<file path="src/aro_pkg.sv">
// Shared types and constants for the autoranging reciprocal ohmmeter core.
// Used by aro_csr, aro_div and autorange_reciprocal_ohmmeter_core.
package aro_pkg;

   localparam int COUNT_BITS  = 24;
   localparam int BYTE_BITS   = 8;
   localparam int GAIN_BITS   = 34;
   localparam int OFFSET_BITS = 20;
   localparam int OHMS_BITS   = 35;
   localparam int INDEX_BITS  = 3;
   localparam int DIV_STEPS   = GAIN_BITS;
   localparam int STEP_BITS   = $clog2(DIV_STEPS);

   localparam logic [OHMS_BITS-1:0] NO_SIGNAL_OHMS = 35'd10000000000;

   // register indexes on the csr port
   localparam logic [INDEX_BITS-1:0] REG_LOW_GAIN    = 3'd0;
   localparam logic [INDEX_BITS-1:0] REG_LOW_OFFSET  = 3'd1;
   localparam logic [INDEX_BITS-1:0] REG_HIGH_GAIN   = 3'd2;
   localparam logic [INDEX_BITS-1:0] REG_HIGH_OFFSET = 3'd3;
   localparam logic [INDEX_BITS-1:0] REG_UP_LIMIT    = 3'd4;
   localparam logic [INDEX_BITS-1:0] REG_DOWN_LIMIT  = 3'd5;

   localparam logic [GAIN_BITS-1:0]   RST_LOW_GAIN    = 34'd43750000;
   localparam logic [OFFSET_BITS-1:0] RST_LOW_OFFSET  = 20'd1942;
   localparam logic [GAIN_BITS-1:0]   RST_HIGH_GAIN   = 34'd10040000000;
   localparam logic [OFFSET_BITS-1:0] RST_HIGH_OFFSET = 20'd93920;
   localparam logic [COUNT_BITS-1:0]  RST_UP_LIMIT    = 24'd350;
   localparam logic [COUNT_BITS-1:0]  RST_DOWN_LIMIT  = 24'd65529;

   typedef struct packed {
      logic [GAIN_BITS-1:0]   low_gain;
      logic [OFFSET_BITS-1:0] low_offset;
      logic [GAIN_BITS-1:0]   high_gain;
      logic [OFFSET_BITS-1:0] high_offset;
      logic [COUNT_BITS-1:0]  up_limit;
      logic [COUNT_BITS-1:0]  down_limit;
   } cfg_type;

   typedef struct packed {
      logic busy;
      logic done;
   } div_status_type;

   typedef enum logic [1:0] {
      ST_IDLE,
      ST_DIVIDE,
      ST_FINISH
   } state_type;

endpackage

</file>
<file path="src/aro_csr.sv">
// Configuration register file: gains, offsets and range switch limits.
// Depends on aro_pkg.
module aro_csr
   import aro_pkg::*;
(
   input  logic                   clock,
   input  logic                   reset,
   input  logic                   csr_valid,
   output logic                   csr_ready,
   input  logic [INDEX_BITS-1:0]  csr_index,
   input  logic [GAIN_BITS-1:0]   csr_data,
   output cfg_type                cfg
);

   cfg_type cfg_ff;
   cfg_type cfg_in;

   assign csr_ready = 1'b1;
   assign cfg       = cfg_ff;

   always_comb begin
      cfg_in = cfg_ff;
      if (csr_valid) begin
         unique case (csr_index)
            REG_LOW_GAIN:    cfg_in.low_gain    = csr_data;
            REG_LOW_OFFSET:  cfg_in.low_offset  = csr_data[OFFSET_BITS-1:0];
            REG_HIGH_GAIN:   cfg_in.high_gain   = csr_data;
            REG_HIGH_OFFSET: cfg_in.high_offset = csr_data[OFFSET_BITS-1:0];
            REG_UP_LIMIT:    cfg_in.up_limit    = csr_data[COUNT_BITS-1:0];
            REG_DOWN_LIMIT:  cfg_in.down_limit  = csr_data[COUNT_BITS-1:0];
            default:         cfg_in = cfg_ff; // drop writes beyond the list
         endcase
      end
   end

   always_ff @(posedge clock) begin
      if (reset) begin
         cfg_ff.low_gain    <= RST_LOW_GAIN;
         cfg_ff.low_offset  <= RST_LOW_OFFSET;
         cfg_ff.high_gain   <= RST_HIGH_GAIN;
         cfg_ff.high_offset <= RST_HIGH_OFFSET;
         cfg_ff.up_limit    <= RST_UP_LIMIT;
         cfg_ff.down_limit  <= RST_DOWN_LIMIT;
      end else begin
         cfg_ff <= cfg_in;
      end
   end

endmodule

</file>
<file path="src/aro_div.sv">
// Restoring unsigned divider, one quotient bit per cycle.
// Depends on aro_pkg.
module aro_div
   import aro_pkg::*;
(
   input  logic                  clock,
   input  logic                  reset,
   input  logic                  start,
   input  logic [GAIN_BITS-1:0]  dividend,
   input  logic [COUNT_BITS-1:0] divisor,
   output div_status_type        status,
   output logic [GAIN_BITS-1:0]  quotient
);

   logic [GAIN_BITS-1:0]  work_ff, work_in;
   logic [COUNT_BITS:0]   rem_ff, rem_in;
   logic [COUNT_BITS-1:0] divisor_ff, divisor_in;
   logic [STEP_BITS-1:0]  step_ff, step_in;
   logic                  busy_ff, busy_in;
   logic                  done_ff, done_in;
   logic [COUNT_BITS:0]   rem_shift;
   logic [COUNT_BITS+1:0] diff;

   assign status.busy = busy_ff;
   assign status.done = done_ff;
   // work register ends up holding the quotient
   assign quotient    = work_ff;

   always_comb begin
      rem_shift  = {rem_ff[COUNT_BITS-1:0], work_ff[GAIN_BITS-1]};
      diff       = {1'b0, rem_shift} - {2'b00, divisor_ff};
      work_in    = work_ff;
      rem_in     = rem_ff;
      divisor_in = divisor_ff;
      step_in    = step_ff;
      busy_in    = busy_ff;
      done_in    = 1'b0;
      if (start) begin
         work_in    = dividend;
         rem_in     = '0;
         divisor_in = divisor;
         step_in    = '0;
         busy_in    = 1'b1;
      end else if (busy_ff) begin
         if (diff[COUNT_BITS+1]) begin
            rem_in  = rem_shift;
            work_in = {work_ff[GAIN_BITS-2:0], 1'b0};
         end else begin
            rem_in  = diff[COUNT_BITS:0];
            work_in = {work_ff[GAIN_BITS-2:0], 1'b1};
         end
         step_in = step_ff + 1'b1;
         if (step_ff == STEP_BITS'(DIV_STEPS - 1)) begin
            busy_in = 1'b0;
            done_in = 1'b1;
         end
      end
   end

   always_ff @(posedge clock) begin
      if (reset) begin
         busy_ff <= 1'b0;
         done_ff <= 1'b0;
         step_ff <= '0;
      end else begin
         busy_ff <= busy_in;
         done_ff <= done_in;
         step_ff <= step_in;
      end
      work_ff    <= work_in;
      rem_ff     <= rem_in;
      divisor_ff <= divisor_in;
   end

   a_start_idle: assert property (@(posedge clock) disable iff (reset)
      start |-> !busy_ff)
      else $error("divider started while busy");

   a_done_idle: assert property (@(posedge clock) disable iff (reset)
      done_ff |-> !busy_ff)
      else $error("divider done while still busy");

   a_fall_done: assert property (@(posedge clock) disable iff (reset)
      $fell(busy_ff) |-> done_ff)
      else $error("divider stopped without done");

   a_rem_bound: assert property (@(posedge clock) disable iff (reset)
      busy_ff && step_ff != '0 |-> rem_ff < {1'b0, divisor_ff})
      else $error("partial remainder not below divisor");

endmodule

</file>
<file path="src/autorange_reciprocal_ohmmeter_core.sv">
// Top level of the autoranging reciprocal ohmmeter: sequencer, range state,
// result register. Depends on aro_pkg, aro_csr and aro_div.
//
//   channel | direction | handshake            | payload
//   req_    | in        | req_valid/req_ready  | overflow_count, timer_high, timer_low
//   rsp_    | out       | rsp_valid/rsp_ready  | resistance_ohms, pulse_count, no_signal,
//           |           |                      | range_used, range_changed
//   csr_    | in        | csr_valid/csr_ready  | csr_index, csr_data
//
// A request with a nonzero count starts the restoring divider on accept: the
// 34 quotient bits come one per cycle, and the finish state then loads the result.
// A zero count skips the divider and goes straight from idle to the finish state.
// req_ready is high only while the sequencer is idle; a finished result waits
// in the output register, so the next request is taken while it is stalled.
// Reset is synchronous and returns the range to low and the registers to defaults.
module autorange_reciprocal_ohmmeter_core
   import aro_pkg::*;
(
   input  logic                        clock,
   input  logic                        reset,
   input  logic                        req_valid,
   output logic                        req_ready,
   input  logic [BYTE_BITS-1:0]        req_overflow_count,
   input  logic [BYTE_BITS-1:0]        req_timer_high,
   input  logic [BYTE_BITS-1:0]        req_timer_low,
   output logic                        rsp_valid,
   input  logic                        rsp_ready,
   output logic signed [OHMS_BITS-1:0] rsp_resistance_ohms,
   output logic [COUNT_BITS-1:0]       rsp_pulse_count,
   output logic                        rsp_no_signal,
   output logic                        rsp_range_used,
   output logic                        rsp_range_changed,
   input  logic                        csr_valid,
   output logic                        csr_ready,
   input  logic [INDEX_BITS-1:0]       csr_index,
   input  logic [GAIN_BITS-1:0]        csr_data
);

   cfg_type                 cfg;
   div_status_type          div_status;
   logic [GAIN_BITS-1:0]    quotient;
   logic                    div_start;
   logic [GAIN_BITS-1:0]    div_dividend;

   state_type               state_ff, state_in;
   logic                    range_ff, range_in;
   logic [COUNT_BITS-1:0]   count_ff, count_in;
   logic                    rsp_valid_ff, rsp_valid_in;
   logic [OHMS_BITS-1:0]    rsp_ohms_ff, rsp_ohms_in;
   logic [COUNT_BITS-1:0]   rsp_count_ff;
   logic                    rsp_no_signal_ff, rsp_no_signal_in;
   logic                    rsp_range_used_ff;
   logic                    rsp_changed_ff, rsp_changed_in;

   logic [3*BYTE_BITS-1:0]  raw_count;
   logic [COUNT_BITS-1:0]   req_count;
   logic                    req_fire;
   logic                    load;
   logic [OFFSET_BITS-1:0]  offset;

   aro_csr u_csr (
      .clock     (clock),
      .reset     (reset),
      .csr_valid (csr_valid),
      .csr_ready (csr_ready),
      .csr_index (csr_index),
      .csr_data  (csr_data),
      .cfg       (cfg)
   );

   aro_div u_div (
      .clock    (clock),
      .reset    (reset),
      .start    (div_start),
      .dividend (div_dividend),
      .divisor  (count_in),
      .status   (div_status),
      .quotient (quotient)
   );

   assign raw_count    = {req_overflow_count, req_timer_high, req_timer_low};
   assign req_count    = raw_count[COUNT_BITS-1:0];
   assign req_ready    = (state_ff == ST_IDLE);
   assign req_fire     = req_valid && req_ready;
   assign div_dividend = range_ff ? cfg.high_gain : cfg.low_gain;
   assign offset       = range_ff ? cfg.high_offset : cfg.low_offset;

   assign rsp_valid           = rsp_valid_ff;
   assign rsp_resistance_ohms = rsp_ohms_ff;
   assign rsp_pulse_count     = rsp_count_ff;
   assign rsp_no_signal       = rsp_no_signal_ff;
   assign rsp_range_used      = rsp_range_used_ff;
   assign rsp_range_changed   = rsp_changed_ff;

   always_comb begin
      state_in  = state_ff;
      count_in  = count_ff;
      div_start = 1'b0;
      load      = 1'b0;
      unique case (state_ff)
         ST_IDLE: begin
            if (req_fire) begin
               count_in = req_count;
               if (req_count == '0) begin
                  state_in = ST_FINISH;
               end else begin
                  div_start = 1'b1;
                  state_in  = ST_DIVIDE;
               end
            end
         end
         ST_DIVIDE: begin
            if (div_status.done) begin
               state_in = ST_FINISH;
            end
         end
         ST_FINISH: begin
            // hold until the output register is free
            if (!rsp_valid_ff || rsp_ready) begin
               load     = 1'b1;
               state_in = ST_IDLE;
            end
         end
         default: state_in = ST_IDLE;
      endcase
   end

   always_comb begin
      rsp_no_signal_in = (count_ff == '0);
      rsp_ohms_in      = rsp_no_signal_in ? NO_SIGNAL_OHMS
                       : {1'b0, quotient} - {{(OHMS_BITS-OFFSET_BITS){1'b0}}, offset};
      rsp_changed_in   = !rsp_no_signal_in &&
                         ((!range_ff && count_ff < cfg.up_limit) ||
                          (range_ff && count_ff > cfg.down_limit));
      range_in         = (load && rsp_changed_in) ? !range_ff : range_ff;
      if (load) begin
         rsp_valid_in = 1'b1;
      end else if (rsp_ready) begin
         rsp_valid_in = 1'b0;
      end else begin
         rsp_valid_in = rsp_valid_ff;
      end
   end

   always_ff @(posedge clock) begin
      if (reset) begin
         state_ff     <= ST_IDLE;
         range_ff     <= 1'b0;
         rsp_valid_ff <= 1'b0;
      end else begin
         state_ff     <= state_in;
         range_ff     <= range_in;
         rsp_valid_ff <= rsp_valid_in;
      end
      count_ff <= count_in;
      if (load) begin
         rsp_ohms_ff       <= rsp_ohms_in;
         rsp_count_ff      <= count_ff;
         rsp_no_signal_ff  <= rsp_no_signal_in;
         rsp_range_used_ff <= range_ff;
         rsp_changed_ff    <= rsp_changed_in;
      end
   end

   a_no_signal_value: assert property (@(posedge clock) disable iff (reset)
      rsp_valid_ff && rsp_no_signal_ff |-> rsp_ohms_ff == NO_SIGNAL_OHMS)
      else $error("no-signal result without the no-signal value");

   a_no_signal_range: assert property (@(posedge clock) disable iff (reset)
      rsp_valid_ff && rsp_no_signal_ff |-> !rsp_changed_ff)
      else $error("range changed on a zero count");

   a_range_flip: assert property (@(posedge clock) disable iff (reset)
      load && rsp_changed_in |=> range_ff != $past(range_ff))
      else $error("range change reported but range held");

   a_divide_active: assert property (@(posedge clock) disable iff (reset)
      state_ff == ST_DIVIDE |-> div_status.busy || div_status.done)
      else $error("sequencer waits on an idle divider");

endmodule
</file>
<file path="config.mk">
export PLATFORM = sky130hd
export DESIGN_NAME = autorange_reciprocal_ohmmeter_core
export DESIGN_NICKNAME = d
export VERILOG_FILES = /design/src/aro_pkg.sv /design/src/aro_csr.sv /design/src/aro_div.sv /design/src/autorange_reciprocal_ohmmeter_core.sv
export SDC_FILE = /design/constraint.sdc
export NUM_CORES = 1
export LEC_CHECK = 0
export BUFFER_PORTS_ARGS = -buffer_cell sky130_fd_sc_hd__buf_2
export CAP_MARGIN = 40
export CORE_ASPECT_RATIO = 1.25
export CORE_UTILIZATION = 52
export DETAILED_ROUTE_END_ITERATION = 16
export PLACE_DENSITY = 0.72
export SLEW_MARGIN = 10
export SYNTH_ARGS = -nofsm -noshare
export SYNTH_HDL_FRONTEND = slang
export SYNTH_SLANG_ARGS = --single-unit
</file>
<file path="constraint.sdc">
create_clock -name clock -period 10.7 [get_ports clock]
set_clock_uncertainty 0.1 [all_clocks]
set_input_delay 1.07 -clock clock [delete_from_list [all_inputs] [get_ports clock]]
set_output_delay 1.07 -clock clock [all_outputs]
set_load 0.1 [all_outputs]
</file>
# After elaboration in Yosys (flattened, before gate mapping)
# Index checks and enable logic that the tools add are counted.
# totals
inputBits	66
reg_bits	336
elab_cells	87
ramBits	0
out_inout_bits	65
n_memories	0
rom_bits	0
latch_bits	0
# classes
div_mod_pow	0
mul	0
muxes	24
n_eq_ne	11
reduce_logical	25
add_sub_neg	3
bitwise	1
n_lt_le_gt_ge	2
shifts	0
# op_table
op	n
34-bit two-way mux	3
24-bit two-way mux	3
24-bit zero test	2
34-bit by 20-bit subtractor with 35-bit output	1
25-bit by 24-bit subtractor with 26-bit output	1
24-bit > comparator	1
24-bit < comparator	1
20-bit two-way mux	1
1-bit two-way mux	12
2-bit AND reduction	6
2-bit two-way mux	4
6-bit by 1-bit adder with 6-bit output (second input constant)	1
3-bit by 2-bit equality test with 1-bit output (second input constant)	2
3-bit equality test (second input constant)	2
6-bit equality test (second input constant)	1
2-bit one-hot mux with 3 select lines	1
1-bit logical AND	5
2-bit by 1-bit inequality test with 1-bit output (second input constant)	2
2-bit nonzero test	2
3-bit by 1-bit equality test with 1-bit output (second input constant)	1
1-bit zero test	3
3-bit zero test	1
3-bit AND reduction	1
3-bit OR reduction	1
7 further kinds	8

# Longest topological paths before layout
# depth
depth_word	5
ltp_mapped	13
depth_no_buf	12

# Cells and area by module
# A second synthesis with hierarchy kept.
# hier_totals
cells_unflattened	1672
area_unflattened_um2	17494.3
# modules_own_cells
mod	seq_area_each_um2	cells_each	area_each_um2	instances
autorange_reciprocal_ohmmeter_core	2422.3	630	6407.4	1
aro_csr	3123.0	585	6167.2	1
aro_div	2382.3	457	4919.7	1

# Worst setup path before layout
# No wires, ideal clock.
# synth_timing
kind	register to register
startpoint	reg state_ff[1]
endpoint	reg u_div.work_ff[0], in the netlist u_div.quotient[0] (enable)
synth_period_minus_slack_ns	4.305
t_required_ns	10.211
n_path_buf	1
path_stages_with_launch	8
setup_ns	0.389
arrival_time_ns	3.816
setup_slack_ns	6.395
cell_sequence	dfxtp_1 > nor2_1 > and2_1 > clkbuf_1 > nand2_1 > inv_1 > nor2_1 > inv_1
# synth_between
elab_chain_cells	5
# synth_lines
element	line_no	text
start: declaration	autorange_reciprocal_ohmmeter_core.sv:45	state_type state_ff, state_in;
start signal: assignment	autorange_reciprocal_ohmmeter_core.sv:151	state_ff <= state_in;
2-bit zero test *	autorange_reciprocal_ohmmeter_core.sv:83	assign req_ready = (state_ff == ST_IDLE);
via req_ready	autorange_reciprocal_ohmmeter_core.sv:22	output logic req_ready,
1-bit logical AND	autorange_reciprocal_ohmmeter_core.sv:84	assign req_fire = req_valid && req_ready;
1-bit two-way mux	autorange_reciprocal_ohmmeter_core.sv:102	if (req_fire) begin
1-bit two-way mux *	autorange_reciprocal_ohmmeter_core.sv:100	unique case (state_ff)
via div_start	autorange_reciprocal_ohmmeter_core.sv:42	logic div_start;
2-bit nonzero test (no source line) *	n/a	
end signal: assignment	aro_div.sv:70	work_ff <= work_in;
end: declaration	aro_div.sv:15	logic [GAIN_BITS-1:0] work_ff, work_in;
# Mark *: on every way through the listed nets, which the timed path passes. The rest lies on a longest branch.
# A chain may end at the register's enable or synchronous reset.

# Worst setup path in the final report
# layout_timing
startpoint	reg range_ff
endpoint	reg rsp_ohms_ff[30], in the netlist rsp_resistance_ohms[30], data pin
# layout_between
elab_chain_cells	2
# layout_lines
element	line_no	text
start: declaration	autorange_reciprocal_ohmmeter_core.sv:46	logic range_ff, range_in;
start signal: assignment	autorange_reciprocal_ohmmeter_core.sv:152	range_ff <= range_in;
20-bit two-way mux	autorange_reciprocal_ohmmeter_core.sv:86	assign offset = range_ff ? cfg.high_offset : cfg.low_offset;
34-bit by 20-bit subtractor with 35-bit output	autorange_reciprocal_ohmmeter_core.sv:131	: {1'b0, quotient} - {{(OHMS_BITS-OFFSET_BITS){1'b0}}, offset};
end signal: assignment	autorange_reciprocal_ohmmeter_core.sv:157	rsp_ohms_ff <= rsp_ohms_in;
end: declaration	autorange_reciprocal_ohmmeter_core.sv:49	logic [OHMS_BITS-1:0] rsp_ohms_ff, rsp_ohms_in;
# No other way between the ends.

==> run summary <==
Pre-CTS setup slack = 6.677 ns
Ant. Diodes = 0
GRT Util Overall = 26.28%
FP Rows = 71
# IOs = 131
Syn avg cell area = 9.203 um2
RSZ-0062 raised after global routing = false
Synth Flop Type = dfxtp_1
Die W = 159.7 um
Hold Crit Class = register to register
Worst Path Arrival = 3.87 ns
Number of buffers created by CTS = 35
Num Clock Sinks = 336
Post-synth top area share = 26.74%
Drt wl/cell = 18.24 um
Gpl congestion = 0.8759
DRC violations left = 0
Synth area leader = dfxtp_1
Setup Buffers After CTS = 0
Vias in the first global route = 12,188
Dpl hpwl = 29,550 um
PwrDens = 179.5 mW/mm2
1st-iter DRT viols = 1,084
Largest net degree at the start of global routing = 89
Most frequent cell after synthesis = nand2_1
Crit share post-route = 34.88%
Endpoint kind of the worst setup timing path = register
IO buf count = 129
Clk Tree Root Cell = clkbuf_16
Final nets = 2,017
Initial Util = 53.22%
Final WL = 41,650 um
Least-Margin Pin Slew = 0.9334 ns
CORE AREA = 0.03038 mm2
H-tree depth = 2
Setup TNS = 0 ns
R2r setup slk = 6.97 ns
Vias post-DR = 12,985
Synth Instances = 1,757
Final Instance Count excl. Fillers = 2,283
Rel. slew slack = 37.77%
First-pass GRT wire length = 65,920 um
Post-CTS Hold Fix Bufs = 0
Crit Path Max Fanout = 25
Most instantiated cells after synthesis = nand2_1, dfxtp_1, a21oi_1
Share of cells above drive strength 1 = 13.76%
Top post-synthesis cells by area = dfxtp_1, edfxtp_1, nand2_1
Post-route cell area = 0.01831 mm2
DRT Pass-1 Iters = 5
CTS tree = built
WS Path Type = register to register
Netlist cell types = 73
Max cap viols = 0
Initial antenna violation count = 1
Minimum clock period = 3.732 ns
Post-synth EDFFs = 120
Placed Cells = 2,220
CTS max path bufs = 3
DIE HEIGHT = 199.2 um
Sequential share of the synthesized area = 49.03%
Asr flop ratio synth = 0%
Final hold viol count = 0
Seq cells post-synth = 336
# fillers = 2,624
Yosys warns = 0
Worst-skew pair later-pin latency = 0.53 ns
P&R area growth vs syn = 13.22%
Peak supply drop = 0.1174 mV
Mapped cell area = 0.01617 mm2
Worst Setup Start Kind = register
Post-CTS Resized = 0
Fin worst setup slack = 6.968 ns
Setup-violating endpoint count in the final report = 0
Required time worst endpoint = 10.84 ns
Pins Over Slew Limit = 0
CTS clock-pin slew for the worst setup and hold paths = 0.06 ns
Die area = 0.03181 mm2
Hold_ws = 0.3523 ns
Via/cell ratio = 5.688
Status = finished clean
Syn_nets = 1,918
Gr ovfl total = 0
Area after DPL = 0.01719 mm2
F_max = 267.9 MHz
Antenna-violating nets left = 0
Static Leakage = 7.279 nW
-- routing by layer --
| metal | share of wire (%) | vias to the layer above | track usage [%] |
|---|---|---|---|
| li1 | - | 6322 | - |
| met1 | 45 | 6209 | 36.36 |
| met2 | 46 | 389 | 42.37 |
| met3 | 5.8 | 63 | 3.591 |
| met4 | 2.8 | 2 | 8.903 |
| met5 | 0.019 | - | 0 |
-- path summary, 6_finish.rpt --
kind                   from                      end  cells past startpoint
min reg2reg  u_csr.cfg[117]           u_csr.cfg[117]                      2
min          u_csr.cfg[117]           u_csr.cfg[117]                      2
max                range_ff  rsp_resistance_ohms[30]                     12
max reg2reg        range_ff  rsp_resistance_ohms[30]                     12
-- final cells by class --
class / instances / area (um2) / area share [%]
Clock buffer: 44 / 919.6 / 5.024
Multi-Input combinational cell: 1246 / 7574 / 41.37
Timing Repair Buffer: 148 / 852.1 / 4.655
Clock inverter: 19 / 193.9 / 1.059
Tap cell: 401 / 501.7 / 2.741
Sequential cell: 336 / 7931 / 43.33
Inverter: 89 / 334.1 / 1.825
-- cells in the final DEF (no fill, tap or decap), types with 30 or more instances in the layout --
master,netlist,layout
nand2_1,406,405
dfxtp_1,216,215
a21oi_1,144,144
buf_2,4,129
edfxtp_1,120,120
ha_1,93,93
inv_1,89,87
o21ai_0,82,82
nor2_1,79,78
nand3_1,62,62
mux2i_1,59,59
clkbuf_16,0,35
a21o_1,30,30
-- state kept, by name, summed over array words and instances (netlist names), 2 cells and up --
register	cells
u_div.step_ff	6
rsp_pulse_count	24
u_csr.cfg	156
u_div.quotient	34
u_div.divisor_ff	24
rsp_resistance_ohms	35
count_ff	24
u_div.rem_ff	24
state_ff	2
-- worst max-delay path, cell delays in order (launching register included) --
cell,delay [ns]
dfxtp_4,0.65
mux2_2,0.25
ha_1,0.15
inv_1,0.05
fa_1,0.42
a211oi_2,0.23
o211ai_1,0.16
a311o_1,0.33
a311oi_2,0.36
o31ai_2,0.18
o21ai_2,0.29
and3_1,0.18
o21ai_0,0.07
-- kinds of logic (layout without fill, tap and decap cells) --
| group | Yosys count | after routing | share of synthesized area (%) |
|---|---|---|---|
| muxes | 83 | 83 | 5.324 |
| buffers and inverters | 175 | 300 | 4.256 |
| DFF | 336 | 336 | 49.03 |
| AOI/OAI and AO/OA | 368 | 368 | 14.06 |
| xor gates and xnor gates | 40 | 40 | 2.167 |
| other | 1 | 1 | 0.02319 |
| and+or+nand+nor | 659 | 659 | 17.70 |
| adders and majority gates | 95 | 95 | 7.444 |
-- per-stage QoR --
stage               util (%)  power, mW
global placement       56.23      2.078
floorplan                  -      1.932
global route           60.25      3.431
detailed placement     56.59      2.104
CTS                    60.25      3.297
finish                 60.25      3.286
-- where the power goes --
| part | leakage (nW) | internal (mW) | switching [mW] | total (mW) |
|---|---|---|---|---|
| Sequential | 2.90 | 1.42 | 0.0783 | 1.50 |
| Combinational | 3.84 | 0.237 | 0.352 | 0.589 |
| Clock | 0.538 | 0.689 | 0.511 | 1.20 |
Note: power is estimated with default switching activity, not from simulation.
